File: src/design/rad_pkg.sv
// Package for the random access deque: field widths, stream packing,
// operation and status codes, and the classified command passed front to back.
// No dependencies.
package rad_pkg;

    localparam int OP_W    = 3;
    localparam int IDX_W   = 10;
    localparam int VAL_W   = 32;
    localparam int STAT_W  = 2;
    localparam int COUNT_W = 11;

    localparam int S_TDATA_W = 48;
    localparam int S_TUSER_W = 3;
    localparam int M_TDATA_W = 48;
    localparam int M_TUSER_W = 2;

    localparam int QUEUE_DEPTH = 2;
    localparam int QPTR_W      = $clog2(QUEUE_DEPTH);
    localparam int QCNT_W      = $clog2(QUEUE_DEPTH + 1);

    typedef enum logic [OP_W-1:0] {
        OP_PUSH_FRONT = 3'd0,
        OP_PUSH_BACK  = 3'd1,
        OP_POP_FRONT  = 3'd2,
        OP_POP_BACK   = 3'd3,
        OP_READ       = 3'd4,
        OP_WRITE      = 3'd5
    } op_t;

    typedef enum logic [STAT_W-1:0] {
        ST_OK    = 2'd0,
        ST_FULL  = 2'd1,
        ST_EMPTY = 2'd2,
        ST_RANGE = 2'd3
    } status_t;

    typedef struct packed {
        logic             push;
        logic             pop;
        logic             at_front;
        logic             rd;
        logic             wr;
        logic [IDX_W-1:0] index;
        logic [VAL_W-1:0] value;
    } cmd_t;

endpackage

File: src/design/rad_queue.sv
// Short command queue between front and back of the random access deque.
// Depends on rad_pkg.
module rad_queue (
    input  logic          clk,
    input  logic          rst_n,
    input  logic          in_valid,
    output logic          in_ready,
    input  rad_pkg::cmd_t in_cmd,
    output logic          out_valid,
    input  logic          out_ready,
    output rad_pkg::cmd_t out_cmd
);
    import rad_pkg::*;

    cmd_t              entry_reg [QUEUE_DEPTH];
    logic [QPTR_W-1:0] wr_ptr_reg, wr_ptr_next;
    logic [QPTR_W-1:0] rd_ptr_reg, rd_ptr_next;
    logic [QCNT_W-1:0] fill_reg, fill_next;
    logic              do_push, do_pop;

    assign in_ready  = fill_reg != QCNT_W'(QUEUE_DEPTH);
    assign out_valid = fill_reg != '0;
    assign out_cmd   = entry_reg[rd_ptr_reg];
    assign do_push   = in_valid && in_ready;
    assign do_pop    = out_valid && out_ready;

    always_comb
    begin
        wr_ptr_next = wr_ptr_reg;
        rd_ptr_next = rd_ptr_reg;
        fill_next   = fill_reg;
        if (do_push)
        begin
            wr_ptr_next = (wr_ptr_reg == QPTR_W'(QUEUE_DEPTH - 1)) ? '0
                                                                   : wr_ptr_reg + QPTR_W'(1);
        end
        if (do_pop)
        begin
            rd_ptr_next = (rd_ptr_reg == QPTR_W'(QUEUE_DEPTH - 1)) ? '0
                                                                   : rd_ptr_reg + QPTR_W'(1);
        end
        if (do_push && !do_pop)
        begin
            fill_next = fill_reg + QCNT_W'(1);
        end
        else if (do_pop && !do_push)
        begin
            fill_next = fill_reg - QCNT_W'(1);
        end
    end

    always_ff @(posedge clk or negedge rst_n)
    begin
        if (!rst_n)
        begin
            wr_ptr_reg <= '0;
            rd_ptr_reg <= '0;
            fill_reg   <= '0;
        end
        else
        begin
            wr_ptr_reg <= wr_ptr_next;
            rd_ptr_reg <= rd_ptr_next;
            fill_reg   <= fill_next;
        end
    end

    always_ff @(posedge clk)
    begin
        if (do_push)
        begin
            entry_reg[wr_ptr_reg] <= in_cmd;
        end
    end

endmodule

File: config.mk
export PLATFORM = sky130hd
export DESIGN_NAME = rad_queue
export DESIGN_NICKNAME = d
export VERILOG_FILES = /design/src/design/rad_pkg.sv /design/src/design/rad_queue.sv
export SDC_FILE = /design/constraint.sdc
export NUM_CORES = 1
export LEC_CHECK = 0
export ABC_AREA = 0
export BUFFER_PORTS_ARGS = -buffer_cell sky130_fd_sc_hd__buf_2
export CORE_MARGIN = 2
export CORE_UTILIZATION = 50
export CTS_CLUSTER_DIAMETER = 30
export DETAILED_ROUTE_END_ITERATION = 10
export GPL_TIMING_DRIVEN = 0
export MAX_ROUTING_LAYER = met4
export PLACE_DENSITY = 0.86
export SYNTH_ARGS = -nofsm -noshare
export SYNTH_HDL_FRONTEND = slang
export SYNTH_SLANG_ARGS = --single-unit
File: constraint.sdc
create_clock -name clk -period 6.1 [get_ports clk]
set_clock_uncertainty 0.1 [all_clocks]
set_input_delay 0.61 -clock clk [delete_from_list [all_inputs] [get_ports clk]]
set_output_delay 0.61 -clock clk [all_outputs]
set_load 0.05 [all_outputs]
==> results of run 1 <==
==> stage by stage <==
stage / total power, mW / util, % / hold WS, ps / worst slack, ps
2_1_floorplan: 1.905 / - / 214.4 / 2504
3_3_place_gp: 2.116 / 59.70 / 318.4 / 1781
3_5_place_dp: 2.151 / 60.38 / 320.6 / 3986
4_1_cts: 2.509 / 62.89 / 320.9 / 3722
5_1_grt: 2.598 / 62.89 / 316.7 / 3686
6_report: 2.476 / 62.89 / 345.7 / 3768
==> cells in the final DEF, fill, tap and decap left out <==
cell type and n:
sky130_fd_sc_hd__nand2b_1 1, sky130_fd_sc_hd__buf_2 101, sky130_fd_sc_hd__mux2_2 27, sky130_fd_sc_hd__mux2_4 20
sky130_fd_sc_hd__nand2_1 2, sky130_fd_sc_hd__dlygate4sd3_1 1, sky130_fd_sc_hd__clkinv_2 1, sky130_fd_sc_hd__edfxtp_1 94
sky130_fd_sc_hd__clkbuf_1 1, sky130_fd_sc_hd__and3_2 1, sky130_fd_sc_hd__clkinv_1 1, sky130_fd_sc_hd__xnor2_1 3
sky130_fd_sc_hd__buf_12 2, sky130_fd_sc_hd__inv_1 1, sky130_fd_sc_hd__or2_1 1, sky130_fd_sc_hd__dfrtp_1 4
sky130_fd_sc_hd__inv_6 1, sky130_fd_sc_hd__xor2_1 2, sky130_fd_sc_hd__nor2_1 1, sky130_fd_sc_hd__clkinvlp_4 1
sky130_fd_sc_hd__buf_6 3, sky130_fd_sc_hd__ha_1 1, sky130_fd_sc_hd__nor2_4 1, sky130_fd_sc_hd__clkinv_4 2
sky130_fd_sc_hd__clkbuf_8 9
==> kinds of logic (layout without fill, tap and decap cells) <==
family        after synthesis  in the layout  synth area share, %
simple gates                7              7               0.9223
flops                      98             98                79.75
mux                        47             47                16.49
fa+ha+maj                   1              1               0.3414
buf+inv                     6            124                1.297
xor+xnor                    5              5                1.195
==> where the power goes <==
part           internal, mW  leakage (nW)  switching (mW)
Sequential            0.920         0.920          0.0446
Clock                 0.149        0.0843           0.207
Combinational         0.357         0.756           0.798
Total                  1.43          1.76            1.05
==> critical path, delay by kind of cell (launching register included) <==
family                 cells  cell delay (ps)
buffers and inverters      3              590
multiplexers               1              310
flip-flops                 1              380
==> path summary, 6_finish.rpt <==
check                                        endpoint  slack (ps)
max in group asynchronous      rd_ptr_reg$_DFFE_PN0P_        5280
setup / recovery                          out_cmd[11]        3770
setup reg to reg            entry_reg[0][1]$_DFFE_PP_        4120
hold reg to reg               fill_reg[1]$_DFFE_PN0P_         400
hold / removal             entry_reg[0][35]$_DFFE_PP_         350
min in group asynchronous     fill_reg[1]$_DFFE_PN0P_         500
==> repair_timing <==
| action | in CTS | in global routing |
|---|---|---|
| setup endpoints to repair | 0 | 0 |
| hold buffers | 1 | 0 |
| endpoints found under the hold margin | 4 | 0 |
==> layout make-up <==
cell class	instances	area, um^2	area share, %
clock buffer	10	127.6	2.828
inverter	1	3.754	0.08317
sequential	98	2923	64.76
clock inverter	6	42.54	0.9426
timing repair buffer	102	545.5	12.09
buffer	5	43.79	0.9703
multi-input combinational	60	703.2	15.58
tap	99	123.9	2.745
==> routing by layer <==
metal | vias up | global-route usage [%] | share of wire [%]
li1 | 865 | - | -
met1 | 878 | 17.22 | 42
met2 | 68 | 23.93 | 51
met3 | 5 | 5.210 | 6.3
met4 | 0 | 6.649 | 0.98
met5 | - | - | 0
==> metrics.md, run 1 <==
| Metric | Value |
|---|---|
| Maximum number of pins on one net before global-route repair | 27 |
| Floorplan die area | 0.008030 mm^2 |
| Most used DFF post-synth | sky130_fd_sc_hd__edfxtp_1 |
| Slew margin rel. | 53.99% |
| Count of flip-flops with a built-in enable after synthesis | 94 |
| Async set-or-reset flop fraction in the synthesized netlist | 4.082% |
| Antenna violations before repair | 0 |
| Vias in the first global route | 1828 |
| TritonCTS sink count | 98 |
| Required time of the critical path | 5390 ps |
| Area after detailed placement | 0.004333 mm^2 |
| R2r startpoint | fill_reg[0]$_DFFE_PN0P_ |
| WP data arrival | 1620 ps |
| Clock buffer depth | 2 |
| Core region area | 0.007176 mm^2 |
| Dominant cell by count in the synthesized netlist | sky130_fd_sc_hd__edfxtp_1 |
| Antenna viol nets, final | 0 |
| Synth Cell Area | 0.003665 mm^2 |
| Overall track demand over capacity in global routing | 15.01% |
| Average footprint of a synthesized cell | 22.35 um^2 |
| Cell type of the slowest stage on the worst timing path | sky130_fd_sc_hd__dfrtp_1 |
| Number of nets produced by synthesis | 216 |
| Max-cap violation count | 0 |
| Global-route wire length before repair | 8.286 mm |
| Clock transition at the registers of the reported paths | 90 ps |
| Count of port buffers added during placement | 99 |
| Final std cells w/o fill | 381 |
| Post-route design area | 0.004513 mm^2 |
| Number of cells on the worst hold path | 1 |
| DIE WIDTH | 89.61 um |
| Result of the run | finished clean |
| Final GP Congestion | 0.6359 |
| Synth Instances | 164 |
| Insertion delay of the later-clocked pin in the worst-skew pair | 340 ps |
| Setup CP Type | reg -> out |
| Routed via count | 1816 |
| Max Fanout on Critical Path | 10 |
| Most frequent cells after synthesis | sky130_fd_sc_hd__edfxtp_1 (94), sky130_fd_sc_hd__mux2_2 (27), sky130_fd_sc_hd__mux2_4 (20) |
| Number of library cell types mapped by synthesis | 15 |
| Worst r2r path cells | 4 |
| Ranking of synthesized cells by area | sky130_fd_sc_hd__edfxtp_1 (77%), sky130_fd_sc_hd__mux2_2 (8.3%), sky130_fd_sc_hd__mux2_4 (8.2%), sky130_fd_sc_hd__dfrtp_1 (2.7%), sky130_fd_sc_hd__buf_6 (0.92%) |
| Buffers inserted during post-CTS setup optimization | 0 |
| Setup tns final | 0 ps |
| Part of the cycle the worst path needs | 38.23% |
| Antenna cells | 0 |
| CTS H-tree lvls | 3 |
| Vias per cell | 4.766 |
| Average detailed-routed wire length per instance | 15.00 um |
| Final critical-path required period | 2332 ps |
| Number of gates given a new drive strength after cts | 0 |
| Cell with the most instances on the worst path | sky130_fd_sc_hd__buf_6 |
| RSZ-0062 raised after global routing | false |
| Count of pins over their slew limit | 0 |
| Final WL | 5.716 mm |
| Total iterations of the first detailed-routing run | 4 |
| Number of nets in the final layout | 329 |
| Setup-failing EPs final | 0 |
| Clock tree from TritonCTS | built |
| Num CTS Buffers | 9 |
| Least-Margin Pin Slew | 688.6 ps |
| Cell chain of the critical path | buf_6, buf_6, mux2_4, buf_2 |
| Classification of the worst-slack hold path | in -> reg |
| Worst Hold Launch | in_cmd[35] |
| Share of layout cells above drive strength 1 | 59.93% |
| Area share of the largest cell type after synthesis | 77.02% |
| Final-report hold violation count | 0 |
| Cell type with the highest aggregate area in the netlist | sky130_fd_sc_hd__edfxtp_1 |
| Endpoint class of the critical path | output port |
| Library cell used as clock root buffer | sky130_fd_sc_hd__clkbuf_8 |
| Area growth from synthesis to layout | 23.15% |
| Power per Cell Area | 548.5 mW/mm^2 |
| Pleak | 1.760 nW |
| Post-synthesis sequential element count | 98 |
| Largest vdd supply drop | 0.3631 mV |
| Post-detailed-placement half-perimeter wirelength | 3.897 mm |
| IO Count | 100 |
| Synth Warn # | 0 |
| Critical Path Start Type | flop |
| CP Launch Point | rd_ptr_reg$_DFFE_PN0P_ |
| Remaining routing DRC violations | 0 |
| Num rows | 31 |
| Slowest Stage Delay on Critical Path | 380 ps |
| Overall overflow remaining after global route | 0 |
| Highest clock frequency the design can meet | 428.9 MHz |
| Initial Util | 51.07% |
| Fill cells | 527 |
| Drt initial violations | 66 |
| Proportion of synthesized chip area in sequential cells | 79.75% |
| Post-placement cell count | 364 |
| Number of flip-flops under the largest register name | 94 |
| Y dimension of the die | 89.61 um |
Note: power is estimated with default switching activity, not from simulation.
==> run 2, diff against run 1 <==
- clock period: 6.1 -> 2.2 ns (I/O delays scaled with it)
==> metrics.md, run 2 (same netlist as run 1, synthesis figures left out) <==
| Metric | Value |
|---|---|
| Final-report hold violation count | 0 (unchanged) |
| Most frequent cells in the layout | sky130_fd_sc_hd__buf_2 (101), sky130_fd_sc_hd__edfxtp_1 (94), sky130_fd_sc_hd__dlygate4sd3_1 (48), sky130_fd_sc_hd__mux2_2 (27), sky130_fd_sc_hd__mux2_4 (20) |
| Final GP Congestion | 0.6480 (+1.9%) |
| Overall overflow remaining after global route | 0 (unchanged) |
| Reg2Reg Capture Point | entry_reg[1][32]$_DFFE_PP_ |
| Number of cells on the worst hold path | 3 (+2) |
| Drt initial violations | 65 (-1.5%) |
| Total power draw | 7.069 mW (+190%) |
| Slew margin rel. | 26.28% (-28 points) |
| Total iterations of the first detailed-routing run | 4 (unchanged) |
| Highest clock frequency the design can meet | 493.7 MHz |
| Y dimension of the die | 89.61 um (unchanged) |
| Vias per cell | 4.684 (-1.7%) |
| Average detailed-routed wire length per instance | 15.09 um (+0.59%) |
| Classification of the worst-slack hold path | in -> reg |
| Setup CP Type | reg -> reg |
| Floorplan die area | 0.008030 mm^2 (unchanged) |
| Final std cells w/o fill | 427 (+12%) |
| Register-to-register setup slack | 170 ps (-3950 ps) |
| Part of the cycle the worst path needs | 92.08% |
| Post-placement cell count | 362 (-0.55%) |
| Area growth from synthesis to layout | 36.02% |
| Num rows | 31 (unchanged) |
| Clock buffer depth | 2 (unchanged) |
| Most frequent standard cell in the layout excluding fill and tap cells | sky130_fd_sc_hd__buf_2 |
| Final WL | 6.444 mm (+13%) |
| Final cell utilization of the core | 69.47% (+6.6 points) |
| Num CTS Buffers | 9 (unchanged) |
| Number of nets in the final layout | 375 (+14%) |
| Antenna viol nets, final | 0 (unchanged) |
| DIE WIDTH | 89.61 um (unchanged) |
| Number of flip-flops under the largest register name | 94 (unchanged) |
| Clock tree from TritonCTS | built |
| Max-cap violation count | 0 (unchanged) |
| Worst r2r path cells | 2 (-2) |
| R2r startpoint | fill_reg[0]$_DFFE_PN0P_ |
| Vias in the first global route | 2089 (+14%) |
| Clock transition at the registers of the reported paths | 90 ps (about the same) |
| Setup tns final | 0 ps (unchanged) |
| Antenna cells | 0 (unchanged) |
| Endpoint class of the critical path | flop |
| Overall track demand over capacity in global routing | 17.07% (+2.1 points) |
| TritonCTS sink count | 98 (unchanged) |
| Routed via count | 2000 (+10%) |
| Worst Hold Launch | out_ready |
| CP Launch Point | fill_reg[0]$_DFFE_PN0P_ |
| Final critical-path required period | 2026 ps |
| Power per Cell Area | 1418 mW/mm^2 (+160%) |
| Largest vdd supply drop | 1.011 mV (+180%) |
| CTS H-tree lvls | 3 (unchanged) |
| Global-route wire length before repair | 9.577 mm (+16%) |
| Critical Path Start Type | flop |
| Buffers inserted during post-CTS setup optimization | 0 (unchanged) |
| IO Count | 100 (unchanged) |
| Max Fanout on Critical Path | 47 (+37) |
| Pleak | 1.946 nW (+11%) |
| Result of the run | finished clean |
| Worst min-delay path endpoint | rd_ptr_reg$_DFFE_PN0P_ |
| RSZ-0062 raised after global routing | false |
| Count of pins over their slew limit | 0 (unchanged) |
| Count of port buffers added during placement | 99 (unchanged) |
| Post-detailed-placement half-perimeter wirelength | 3.812 mm (-2.2%) |
| Antenna violations before repair | 0 (unchanged) |
| Remaining routing DRC violations | 0 (unchanged) |
| Required time of the critical path | 2060 ps (-3330 ps) |
| WP data arrival | 1880 ps (+260 ps) |
| Initial Util | 51.07% (unchanged) |
| Least-Margin Pin Slew | 1106 ps (+417.2 ps) |
| Core region area | 0.007176 mm^2 (unchanged) |
| Share of layout cells above drive strength 1 | 51.52% (-8.4 points) |
| Insertion delay of the later-clocked pin in the worst-skew pair | 340 ps (about the same) |
| Library cell used as clock root buffer | sky130_fd_sc_hd__clkbuf_8 |
| Maximum number of pins on one net before global-route repair | 48 (+78%) |
| Setup-failing EPs final | 0 (unchanged) |
[run 2: cell count changes in the layout (fill, tap and decap cells not counted), moves of 2 or more]
cell                            before  now
sky130_fd_sc_hd__clkinv_4            2    0
sky130_fd_sc_hd__dlygate4sd3_1       1   48
sky130_fd_sc_hd__clkinvlp_4          1    3
sky130_fd_sc_hd__buf_12              2    0
[run 2: through the flow]
| stage | hold WS (ps) | worst slack [ps] | area [um^2] |
|---|---|---|---|
| final | 82.84 | 174.3 | 4985 |
| after global routing | 83.33 | 45.44 | 4985 |
| after CTS | 72.81 | 109.2 | 4985 |
| after detailed placement | -62.25 | -102.6 | 4295 |
| after global placement | -71.36 | -75.54 | 4295 |
| after floorplan | -175.6 | 70.57 | 3676 |
[run 2: cell type report]
class / instances / area, um^2
Sequential cell: 98 / 2923
Fill cell: 476 / 2191
Timing Repair Buffer: 147 / 975.9
Multi-Input combinational cell: 61 / 716.9
Clock buffer: 12 / 145.1
Tap cell: 99 / 123.9
Clock inverter: 4 / 52.55
Buffer: 5 / 43.79
Inverter: 1 / 3.754
[run 2: worst max-delay path, stage by stage, from the launching register on]
cell and delay (ps):
sky130_fd_sc_hd__dfrtp_1 410, sky130_fd_sc_hd__nand2b_2 160, sky130_fd_sc_hd__and3_2 930
[run 2: power by group]
part	switching (mW)	total (mW)	internal [mW]
logic	2.23	3.24	1.01
registers	0.131	2.69	2.56
clock network	0.582	1.14	0.558
[run 2: timing repair]
item	CTS	global route
gates resized for setup	1	0
hold buffers	48	0
setup endpoints to repair	47	0
endpoints found under the hold margin	98	0
[run 2: worst max path at each step]
stage | end | depth (start not counted)
after detailed placement | entry_reg[0][16]$_DFFE_PP_ | 3
after global routing | entry_reg[1][32]$_DFFE_PP_ | 2
final | entry_reg[1][32]$_DFFE_PP_ | 2
after CTS | entry_reg[1][8]$_DFFE_PP_ | 2
after floorplan | entry_reg[0][0]$_DFFE_PP_ | 3
after global placement | entry_reg[0][10]$_DFFE_PP_ | 3
[run 2: metal layers]
| metal | GRT usage [%] | up-vias | share of wire [%] |
|---|---|---|---|
| li1 | - | 956 | - |
| met1 | 18.46 | 968 | 41 |
| met2 | 30.01 | 70 | 55 |
| met3 | 4.113 | 6 | 4.1 |
| met4 | 7.056 | 0 | 0.85 |
| met5 | - | - | 0 |
